**config.mk**
```make
export PLATFORM = sky130hd
export DESIGN_NAME = adc_button_ladder_debouncer_flat
export DESIGN_NICKNAME = d
export VERILOG_FILES = /design/src/rtl/abld_pkg.sv /design/src/rtl/abld_ifs.sv /design/src/rtl/abld_cfg.sv /design/src/rtl/abld_classify.sv /design/src/rtl/abld_core.sv /design/src/rtl/adc_button_ladder_debouncer.sv /design/src/flat_wrapper.sv
export VERILOG_INCLUDE_DIRS = /design/src /design/src/rtl
export SDC_FILE = /design/constraint.sdc
export NUM_CORES = 1
export LEC_CHECK = 0
export BUFFER_PORTS_ARGS = -buffer_cell sky130_fd_sc_hd__buf_2
export CORE_ASPECT_RATIO = 1.5
export CORE_UTILIZATION = 43
export DETAILED_ROUTE_END_ITERATION = 8
export SYNTH_ARGS = -nofsm -noshare
export SYNTH_HDL_FRONTEND = slang
export SYNTH_HIERARCHICAL = 1
export SYNTH_SLANG_ARGS = --single-unit
```
**constraint.sdc**
```tcl
create_clock -name i_clk -period 7.95 [get_ports i_clk]
set_input_delay 1.1925 -clock i_clk [delete_from_list [all_inputs] [get_ports i_clk]]
set_output_delay 1.1925 -clock i_clk [all_outputs]
set_load 0.01 [all_outputs]
```
**src/rtl/adc_button_ladder_debouncer_defines.svh**
```systemverilog
// ----------------------------------------------------------------------------
// adc button ladder debouncer assertion macros
// shared property wrappers, clocked on i_clk and disabled in reset
// ----------------------------------------------------------------------------
`ifndef ADC_BUTTON_LADDER_DEBOUNCER_DEFINES_SVH
`define ADC_BUTTON_LADDER_DEBOUNCER_DEFINES_SVH

// condition implies consequence in the same cycle
`define ABLD_ASSERT_NOW(lbl, ante, cons, msg) \
    lbl: assert property (@(posedge i_clk) disable iff (!i_rst_n) \
        (ante) |-> (cons)) else $error(msg);

// condition implies consequence in the next cycle
`define ABLD_ASSERT_NEXT(lbl, ante, cons, msg) \
    lbl: assert property (@(posedge i_clk) disable iff (!i_rst_n) \
        (ante) |=> (cons)) else $error(msg);

`endif

```
**src/rtl/abld_pkg.sv**
```systemverilog
// ----------------------------------------------------------------------------
// abld_pkg
// key and status codes, register indexes and the configuration bundle
// ----------------------------------------------------------------------------
`default_nettype none

package abld_pkg;

    // key codes
    localparam logic [2:0] KEY_NONE   = 3'd0;
    localparam logic [2:0] KEY_B1     = 3'd1;
    localparam logic [2:0] KEY_B2     = 3'd2;
    localparam logic [2:0] KEY_AMB    = 3'd3;
    localparam logic [2:0] KEY_UNSAFE = 3'd4;

    // status codes
    localparam logic [1:0] ST_SAME    = 2'd0;
    localparam logic [1:0] ST_CHANGED = 2'd1;
    localparam logic [1:0] ST_UNSAFE  = 2'd2;
    localparam logic [1:0] ST_EARLY   = 2'd3;

    // register indexes
    localparam logic [2:0] REG_NONE_WIN  = 3'd0;
    localparam logic [2:0] REG_B1_WIN    = 3'd1;
    localparam logic [2:0] REG_B2_WIN    = 3'd2;
    localparam logic [2:0] REG_BOTH_WIN  = 3'd3;
    localparam logic [2:0] REG_ADC_LIMIT = 3'd4;
    localparam logic [2:0] REG_STABLE    = 3'd5;
    localparam logic [2:0] REG_PERIOD    = 3'd6;
    localparam logic [2:0] REG_LATENESS  = 3'd7;

    // configuration register bundle
    typedef struct packed {
        logic [31:0] none_window;
        logic [31:0] button1_window;
        logic [31:0] button2_window;
        logic [31:0] both_window;
        logic [15:0] adc_limit;
        logic [15:0] stable_count;
        logic [15:0] period_ms;
        logic [15:0] lateness_ms;
    } t_cfg;

    // inclusive window match, min in the low half, max in the high half
    function automatic logic in_window(input logic [31:0] win, input logic [15:0] code);
        return (code >= win[15:0]) && (code <= win[31:16]);
    endfunction

endpackage

`default_nettype wire

```
**src/rtl/abld_ifs.sv**
```systemverilog
// ----------------------------------------------------------------------------
// abld channel interfaces
// sample, result and configuration write channels with valid/ready
// ----------------------------------------------------------------------------
`default_nettype none

interface abld_sample_if;
    logic        valid;
    logic        ready;
    logic [31:0] now_ms;
    logic [15:0] adc_code;

    modport source (output valid, output now_ms, output adc_code, input ready);
    modport sink   (input valid, input now_ms, input adc_code, output ready);
endinterface

interface abld_result_if;
    logic       valid;
    logic       ready;
    logic [1:0] status;
    logic [2:0] key;

    modport source (output valid, output status, output key, input ready);
    modport sink   (input valid, input status, input key, output ready);
endinterface

interface abld_cfg_if;
    logic        valid;
    logic        ready;
    logic [2:0]  index;
    logic [31:0] data;

    modport source (output valid, output index, output data, input ready);
    modport sink   (input valid, input index, input data, output ready);
endinterface

`default_nettype wire

```
**src/rtl/abld_cfg.sv**
```systemverilog
// ----------------------------------------------------------------------------
// abld_cfg
// configuration register file, written over its own valid/ready channel
// ----------------------------------------------------------------------------
`default_nettype none

module abld_cfg
    import abld_pkg::*;
(
    input  wire          i_clk,
    input  wire          i_rst_n,
    abld_cfg_if.sink     i_cfg,
    output t_cfg         o_cfg
);

    t_cfg r_cfg;

    // always ready, a write lands in the next cycle
    assign i_cfg.ready = 1'b1;
    assign o_cfg       = r_cfg;

    // register write decode
    always_ff @(posedge i_clk) begin
        if (!i_rst_n) begin
            r_cfg.none_window    <= '0;
            r_cfg.button1_window <= '0;
            r_cfg.button2_window <= '0;
            r_cfg.both_window    <= '0;
            r_cfg.adc_limit      <= 16'd4095;
            r_cfg.stable_count   <= 16'd3;
            r_cfg.period_ms      <= 16'd10;
            r_cfg.lateness_ms    <= 16'd10;
        end else if (i_cfg.valid) begin
            unique case (i_cfg.index)
                REG_NONE_WIN:  r_cfg.none_window    <= i_cfg.data;
                REG_B1_WIN:    r_cfg.button1_window <= i_cfg.data;
                REG_B2_WIN:    r_cfg.button2_window <= i_cfg.data;
                REG_BOTH_WIN:  r_cfg.both_window    <= i_cfg.data;
                REG_ADC_LIMIT: r_cfg.adc_limit      <= i_cfg.data[15:0];
                REG_STABLE:    r_cfg.stable_count   <= i_cfg.data[15:0];
                REG_PERIOD:    r_cfg.period_ms      <= i_cfg.data[15:0];
                REG_LATENESS:  r_cfg.lateness_ms    <= i_cfg.data[15:0];
                default: begin
                end
            endcase
        end
    end

endmodule

`default_nettype wire

```
**src/rtl/abld_classify.sv**
```systemverilog
// ----------------------------------------------------------------------------
// abld_classify
// maps one adc code to a key class through the limit and four windows
// ----------------------------------------------------------------------------
`default_nettype none

module abld_classify
    import abld_pkg::*;
(
    input  t_cfg        i_cfg,
    input  wire [15:0]  i_adc_code,
    output logic [2:0]  o_measured
);

    // first matching window wins: none, button1, button2, both
    always_comb begin
        if (i_adc_code > i_cfg.adc_limit) begin
            o_measured = KEY_UNSAFE;
        end else if (in_window(i_cfg.none_window, i_adc_code)) begin
            o_measured = KEY_NONE;
        end else if (in_window(i_cfg.button1_window, i_adc_code)) begin
            o_measured = KEY_B1;
        end else if (in_window(i_cfg.button2_window, i_adc_code)) begin
            o_measured = KEY_B2;
        end else if (in_window(i_cfg.both_window, i_adc_code)) begin
            o_measured = KEY_AMB;
        end else begin
            o_measured = KEY_UNSAFE;
        end
    end

endmodule

`default_nettype wire

```
**src/rtl/abld_core.sv**
```systemverilog
// ----------------------------------------------------------------------------
// abld_core
// cadence check, quarantine and debounce state, and the result register
// ----------------------------------------------------------------------------
`default_nettype none

`include "adc_button_ladder_debouncer_defines.svh"

module abld_core
    import abld_pkg::*;
(
    input  wire            i_clk,
    input  wire            i_rst_n,
    input  t_cfg           i_cfg,
    input  wire            i_valid,
    input  wire [31:0]     i_now_ms,
    input  wire [2:0]      i_measured,
    output logic           o_advance,
    abld_result_if.source  o_result
);

    logic        r_have_time, n_have_time;
    logic [31:0] r_baseline,  n_baseline;
    logic [2:0]  r_pub,       n_pub;
    logic [2:0]  r_cand,      n_cand;
    logic [15:0] r_run,       n_run;
    logic        r_quar,      n_quar;
    logic        r_out_valid;
    logic [1:0]  r_status,    n_status;
    logic [2:0]  r_key;

    logic [31:0] elapsed;
    logic [16:0] window_end;
    logic        early;
    logic        late;
    logic        swap;
    logic [15:0] run_next;
    logic        run_hit;

    // step when the result slot is free or being drained
    assign o_advance = i_valid && (!r_out_valid || o_result.ready);

    // cadence and run arithmetic
    assign elapsed    = i_now_ms - r_baseline;
    assign window_end = {1'b0, i_cfg.period_ms} + {1'b0, i_cfg.lateness_ms};
    assign early      = r_have_time && (elapsed < {16'd0, i_cfg.period_ms});
    assign late       = r_have_time && (elapsed > {15'd0, window_end});
    assign swap       = ((r_pub == KEY_B1) && (i_measured == KEY_B2)) ||
                        ((r_pub == KEY_B2) && (i_measured == KEY_B1));
    assign run_next   = (r_cand == i_measured) ? (r_run + 16'd1) : 16'd1;
    assign run_hit    = run_next >= i_cfg.stable_count;

    // next state for one sample
    always_comb begin
        n_have_time = r_have_time;
        n_baseline  = r_baseline;
        n_pub       = r_pub;
        n_cand      = r_cand;
        n_run       = r_run;
        n_quar      = r_quar;
        n_status    = ST_SAME;
        if (early) begin
            n_status = ST_EARLY;
        end else if (late || (i_measured == KEY_UNSAFE)) begin
            n_have_time = 1'b1;
            n_baseline  = i_now_ms;
            n_cand      = KEY_UNSAFE;
            n_run       = '0;
            n_pub       = KEY_UNSAFE;
            n_quar      = 1'b1;
            n_status    = ST_UNSAFE;
        end else begin
            n_have_time = 1'b1;
            n_baseline  = i_now_ms;
            if ((i_measured == KEY_AMB) || (!r_quar && swap)) begin
                // ambiguous or direct swap enters quarantine
                n_cand   = KEY_UNSAFE;
                n_run    = '0;
                n_quar   = 1'b1;
                n_pub    = KEY_AMB;
                n_status = (r_pub != KEY_AMB) ? ST_CHANGED : ST_SAME;
            end else if (r_quar) begin
                if (i_measured != KEY_NONE) begin
                    n_cand   = KEY_UNSAFE;
                    n_run    = '0;
                    n_pub    = KEY_UNSAFE;
                    n_status = (r_pub != KEY_UNSAFE) ? ST_CHANGED : ST_SAME;
                end else if (run_hit) begin
                    // stable release to none
                    n_cand   = KEY_UNSAFE;
                    n_run    = '0;
                    n_quar   = 1'b0;
                    n_pub    = KEY_NONE;
                    n_status = (r_pub != KEY_NONE) ? ST_CHANGED : ST_SAME;
                end else begin
                    n_cand = KEY_NONE;
                    n_run  = run_next;
                end
            end else if (i_measured == r_pub) begin
                n_cand = KEY_UNSAFE;
                n_run  = '0;
            end else if (run_hit) begin
                n_cand   = KEY_UNSAFE;
                n_run    = '0;
                n_pub    = i_measured;
                n_status = ST_CHANGED;
            end else begin
                n_cand = i_measured;
                n_run  = run_next;
            end
        end
    end

    // debounce state
    always_ff @(posedge i_clk) begin
        if (!i_rst_n) begin
            r_have_time <= 1'b0;
            r_baseline  <= '0;
            r_pub       <= KEY_UNSAFE;
            r_cand      <= KEY_UNSAFE;
            r_run       <= '0;
            r_quar      <= 1'b1;
        end else if (o_advance) begin
            r_have_time <= n_have_time;
            r_baseline  <= n_baseline;
            r_pub       <= n_pub;
            r_cand      <= n_cand;
            r_run       <= n_run;
            r_quar      <= n_quar;
        end
    end

    // result register
    always_ff @(posedge i_clk) begin
        if (!i_rst_n) begin
            r_out_valid <= 1'b0;
        end else if (o_advance) begin
            r_out_valid <= 1'b1;
        end else if (o_result.ready) begin
            r_out_valid <= 1'b0;
        end
    end

    always_ff @(posedge i_clk) begin
        if (o_advance) begin
            r_status <= n_status;
            r_key    <= n_pub;
        end
    end

    assign o_result.valid  = r_out_valid;
    assign o_result.status = r_status;
    assign o_result.key    = r_key;

    // checks
    `ABLD_ASSERT_NOW(a_unsafe_key, r_out_valid && (r_status == ST_UNSAFE), r_key == KEY_UNSAFE, "unsafe status without unsafe key")
    `ABLD_ASSERT_NEXT(a_early_holds, o_advance && early, $stable(r_pub) && $stable(r_baseline), "early sample changed state")
    `ABLD_ASSERT_NEXT(a_release_none, o_advance && r_quar && !n_quar, r_pub == KEY_NONE, "quarantine left without publishing none")
    `ABLD_ASSERT_NOW(a_cand_clear, r_cand == KEY_UNSAFE, r_run == 16'd0, "cleared candidate with nonzero run")

endmodule

`default_nettype wire

```
**src/rtl/adc_button_ladder_debouncer.sv**
```systemverilog
// ----------------------------------------------------------------------------
// adc_button_ladder_debouncer
// two-button resistor ladder debouncer with cadence check and quarantine
// ----------------------------------------------------------------------------
// Takes one timestamped sample per cycle and returns one result per sample:
// the sample is captured in an input register, classified and stepped through
// the debounce state, and the status and key land in a result register. Both
// registers move together so a new sample is accepted every cycle while the
// result side keeps up; ready drops only when both registers hold work and the
// result is stalled. Configuration writes take effect in the cycle after the
// write and are meant to be made while no sample is in flight.
`default_nettype none

module adc_button_ladder_debouncer
    import abld_pkg::*;
(
    input  wire            i_clk,
    input  wire            i_rst_n,
    abld_cfg_if.sink       i_cfg,
    abld_sample_if.sink    i_sample,
    abld_result_if.source  o_result
);

    t_cfg        cfg;
    logic        r_in_valid;
    logic [31:0] r_now_ms;
    logic [15:0] r_adc_code;
    logic [2:0]  measured;
    logic        advance;

    // input register accepts when empty or handing over this cycle
    assign i_sample.ready = !r_in_valid || advance;

    always_ff @(posedge i_clk) begin
        if (!i_rst_n) begin
            r_in_valid <= 1'b0;
        end else if (i_sample.ready) begin
            r_in_valid <= i_sample.valid;
        end
    end

    always_ff @(posedge i_clk) begin
        if (i_sample.valid && i_sample.ready) begin
            r_now_ms   <= i_sample.now_ms;
            r_adc_code <= i_sample.adc_code;
        end
    end

    // configuration registers
    abld_cfg u_cfg (
        .i_clk   (i_clk),
        .i_rst_n (i_rst_n),
        .i_cfg   (i_cfg),
        .o_cfg   (cfg)
    );

    // window classification
    abld_classify u_classify (
        .i_cfg      (cfg),
        .i_adc_code (r_adc_code),
        .o_measured (measured)
    );

    // debounce state and result register
    abld_core u_core (
        .i_clk      (i_clk),
        .i_rst_n    (i_rst_n),
        .i_cfg      (cfg),
        .i_valid    (r_in_valid),
        .i_now_ms   (r_now_ms),
        .i_measured (measured),
        .o_advance  (advance),
        .o_result   (o_result)
    );

endmodule

`default_nettype wire
```
**src/flat_wrapper.sv**
```systemverilog
// flat-port wrapper written by rule: the top's interface ports become plain ports
module adc_button_ladder_debouncer_flat import abld_pkg::*;
  (i_clk, i_rst_n, i_cfg_valid, i_cfg_index, i_cfg_data, i_cfg_ready, i_sample_valid, i_sample_now_ms, i_sample_adc_code, i_sample_ready, o_result_valid, o_result_status, o_result_key, o_result_ready);
  abld_cfg_if i_cfg_i ();
  abld_sample_if i_sample_i ();
  abld_result_if o_result_i ();
  input  wire i_clk;
  input  wire i_rst_n;
  input wire logic [$bits(i_cfg_i.valid)-1:0] i_cfg_valid;
  input wire logic [$bits(i_cfg_i.index)-1:0] i_cfg_index;
  input wire logic [$bits(i_cfg_i.data)-1:0] i_cfg_data;
  output wire logic [$bits(i_cfg_i.ready)-1:0] i_cfg_ready;
  input wire logic [$bits(i_sample_i.valid)-1:0] i_sample_valid;
  input wire logic [$bits(i_sample_i.now_ms)-1:0] i_sample_now_ms;
  input wire logic [$bits(i_sample_i.adc_code)-1:0] i_sample_adc_code;
  output wire logic [$bits(i_sample_i.ready)-1:0] i_sample_ready;
  output wire logic [$bits(o_result_i.valid)-1:0] o_result_valid;
  output wire logic [$bits(o_result_i.status)-1:0] o_result_status;
  output wire logic [$bits(o_result_i.key)-1:0] o_result_key;
  input wire logic [$bits(o_result_i.ready)-1:0] o_result_ready;
  assign i_cfg_i.valid = i_cfg_valid;
  assign i_cfg_i.index = i_cfg_index;
  assign i_cfg_i.data = i_cfg_data;
  assign i_cfg_ready = i_cfg_i.ready;
  assign i_sample_i.valid = i_sample_valid;
  assign i_sample_i.now_ms = i_sample_now_ms;
  assign i_sample_i.adc_code = i_sample_adc_code;
  assign i_sample_ready = i_sample_i.ready;
  assign o_result_valid = o_result_i.valid;
  assign o_result_status = o_result_i.status;
  assign o_result_key = o_result_i.key;
  assign o_result_i.ready = o_result_ready;
  adc_button_ladder_debouncer u_core (.i_clk(i_clk), .i_rst_n(i_rst_n), .i_cfg(i_cfg_i), .i_sample(i_sample_i), .o_result(o_result_i));
endmodule
```
==> impl_metrics.tcl <==
set metrics [dict create \
    crit_family "simple AND/OR/NAND/NOR gates" \
    die_width_um 173.7 \
    max-clock-path-buffers 3 \
    place_area_sq_mm 0.01977 \
    synthXorXnorAreaFrac 0.02118 \
    drc 1 \
    cts_buffers 35 \
    finalHoldViolCount 0 \
    io_buffers 94 \
    timing.slew.headroom 0.2448 \
    dr.pass1.iters 7 \
    synth_common_cells "nand2_1, dfxtp_1, ha_1, inv_1, mux2i_1" \
    critPathKind "reg -> reg" \
    worst_slew_pin_slew_ps 1130 \
    ir_worst_vdd_uv 164.5 \
    slew_viol_final 0 \
    fin_tns_setup_ps 0 \
    rows 94 \
    synth_area_per_cell_sq_um 8.973 \
    dp_hpwl_mm 37.56 \
    viasPerCell 5.337 \
    antenna_found_initial 1 \
    ant_nets 0 \
    coreArea_sq_mm 0.04375 \
    fin_hold_ws_ps 457.0 \
    gp_congestion 0.8929 \
    postCtsSetupBuffers 0 \
    fill_cells 4239 \
    drt-initial-drc-count 621 \
    crit_chain "ha_1 > a21oi_1 > a21bo_2 > o311ai_0 > o21ai_0 > nand2_1 > nor3b_1 > xnor2_1 > nand3_1 > nor2_1 > ha_1 > a21o_1 > a21o_1 > a21oi_1 > o21ai_0 > a21oi_2 > nand4b_4 > nor4b_4 > a22o_1" \
    cp.depth 19 \
    synth_top_family_by_area "simple AND/OR/NAND/NOR gates" \
    routed_wl_mm 49.95 \
    r2r_slack_ps 1240 \
    synth_nets 2450 \
    grt_pass1_vias 14860 \
    ys_seq_area_frac 0.3468 \
    path_buf_inv 0 \
    vias 14790 \
    synthTopCellsByArea "dfxtp_1, ha_1, mux2i_1, edfxtp_1, nand2_1" \
    worst_slack_ps 1242 \
    synth-seq-cells 303 \
    antennaDiodeCount 0 \
    critical_path_peak_fanout 16 \
    ioPinCount 96 \
    postCtsHoldBufs 0 \
    synth_compound_area_frac 0.1289 \
    finClkSkew_ps 16.97 \
    min_period_over_period 0.8438 \
    finalSetupViolCount 0 \
    outcome "complete, but fails checks" \
    path_clk_slew_ps 60 \
    reg2reg_from "u_core/r_adc_code[3]" \
    fin_util 0.4797 \
    cts_tree "done" \
    p_leak_nw 8.951 \
    die_h_um 259.6 \
    ys_types 102 \
    rsz0062_at_grt "no" \
    synthArstFlopShare 0 \
    cts-resized-gates 0 \
    hp-class "reg -> reg" \
    syn_to_final_growth_pct 10.34 \
    post-synth-top-area-cell "dfxtp_1" \
    grt.total_usage 0.2200 \
    r2r_cells 19 \
    rr_endpoint "u_core/u_core/r_run[13]" \
    dieArea_sq_mm 0.04510 \
    syn_inst 2120 \
    nets 2500 \
    fmax_ghz 0.1491 \
    cts_sinks 303 \
    min_delay_path_depth 2 \
    start_util 0.4348 \
    pre_cts_slack_ps 1174 \
    power_density_mw_per_mm2 192.8 \
    cp.required_ps 8420 \
    h-tree-depth 2 \
    yosysMostFrequentCell "nand2_1" \
    max_cap_violations 0 \
    synthAdderAreaFrac 0.1600 \
    start_kind "register" \
    yosysTopAreaCellShare 0.2631 \
    grt_max_degree 100 \
    layout-drive-gt1-share 0.09472 \
    cpMaxStageDelayCell "nor3b_1" \
    yosysWarnings 6 \
    yosys.area_share.simple 0.1646 \
    violations "design-rule violations" \
    synth_edf_count 53 \
    stdcell_area_sq_mm 0.02099 \
    slowest_delay_ps 930 \
    worstPathArrival_ps 7180 \
    min_from "u_core/u_cfg/o_cfg[117]" \
    root_buffer "clkbuf_16" \
    synthesis.area_sq_mm 0.01902 \
    crit_path_end_kind "register" \
    muxShareOfSynthArea 0.1054 \
    routedWlPerCell_um 18.02 \
    cp-startpoint "u_core/r_adc_code[3]" \
    min_period_ps 6708 \
    grt_remaining_overflow 0 \
    ys.flop_type "dfxtp_1" \
    clk_latency_ps 540 \
    grt_pass1_wl_mm 78.72 \
    crit_end "u_core/u_core/r_run[13]" \
]
[power by group]
| group | leakage (nW) | internal [mW] | switching [mW] | total (mW) |
|---|---|---|---|---|
| clock network | 0.601 | 1.01 | 0.685 | 1.70 |
| logic | 5.82 | 0.268 | 0.423 | 0.691 |
| registers | 2.53 | 1.62 | 0.0423 | 1.66 |
[cell families after synthesis]
logic type / after synthesis
simple gates: 643
fa+ha+maj: 242
flops: 303
mux: 200
buf+inv: 317
other cells: 1
xor+xnor: 46
compound gates: 368
[placed cells by master (no fill, tap or decap), types with 29 or more instances in the layout]
| cell | instances |
|---|---|
| nand2_1 | 319 |
| dfxtp_1 | 250 |
| ha_1 | 240 |
| inv_1 | 227 |
| mux2i_1 | 199 |
| a21oi_1 | 107 |
| buf_2 | 93 |
| o21ai_0 | 86 |
| nor2_1 | 75 |
| nand3_1 | 59 |
| edfxtp_1 | 53 |
| nor2b_1 | 45 |
| clkbuf_16 | 38 |
| nand4_1 | 32 |
| a21o_1 | 29 |
| xnor2_1 | 29 |
[per-stage QoR]
| step | power [mW] | std cells |
|---|---|---|
| after global placement | 2.366 | 2709 |
| after detailed placement | 2.381 | 2709 |
| after CTS | 4.094 | 2772 |
| after global routing | 4.235 | 2772 |
| final | 4.046 | 2772 |
| after floorplan | 2.186 | 2120 |
[how the worst min path moves through the flow]
| stage | endpoint | slack (ps) |
|---|---|---|
| 6_report | u_core/u_cfg/o_cfg[117] | 460 |
| 3_3_place_gp | u_core/u_cfg/o_cfg[60] | 440 |
| 5_1_grt | u_core/u_cfg/o_cfg[82] | 470 |
| 3_5_place_dp | u_core/u_cfg/o_cfg[146] | 450 |
| 4_1_cts | u_core/u_cfg/o_cfg[155] | 460 |
| 2_1_floorplan | u_core/u_cfg/o_cfg[129] | 430 |
[worst min-delay path: stages, from the launching register on]
cell and delay (ps):
dfxtp_1 310, nand2_1 50, mux2i_1 50
[routing by layer]
metal	up-vias	GRT usage	part of all wire
li1	7465	-	-
met1	6941	0.2332	0.40
met2	267	0.4183	0.52
met3	118	0.02602	0.026
met4	2	0.1231	0.056
met5	-	0	0.00026
[cell type report]
type | instances | area (sq um) | share of cell area
Timing Repair Buffer | 103 | 546.8 | 0.02605
Clock buffer | 44 | 1013 | 0.04829
Multi-Input combinational cell | 1500 | 11050 | 0.5267
Sequential cell | 303 | 6596 | 0.3143
Inverter | 227 | 852.1 | 0.04060
Clock inverter | 19 | 205.2 | 0.009776
Tap cell | 576 | 720.7 | 0.03434
[state kept, by name, indices dropped and copies added (netlist names)]
register and flops:
u_core/u_cfg/o_cfg 192, u_core/r_now_ms 32, u_core/u_core/r_baseline 32, u_core/r_adc_code 16, u_core/u_core/r_run 16, u_core/u_core/o_result.key 3
u_core/u_core/r_cand 3, u_core/u_core/r_pub 3, u_core/u_core/o_result.status 2, u_core/r_in_valid 1, u_core/u_core/o_result.valid 1, u_core/u_core/r_have_time 1
u_core/u_core/r_quar 1
Power figures use the tool's default switching activity.
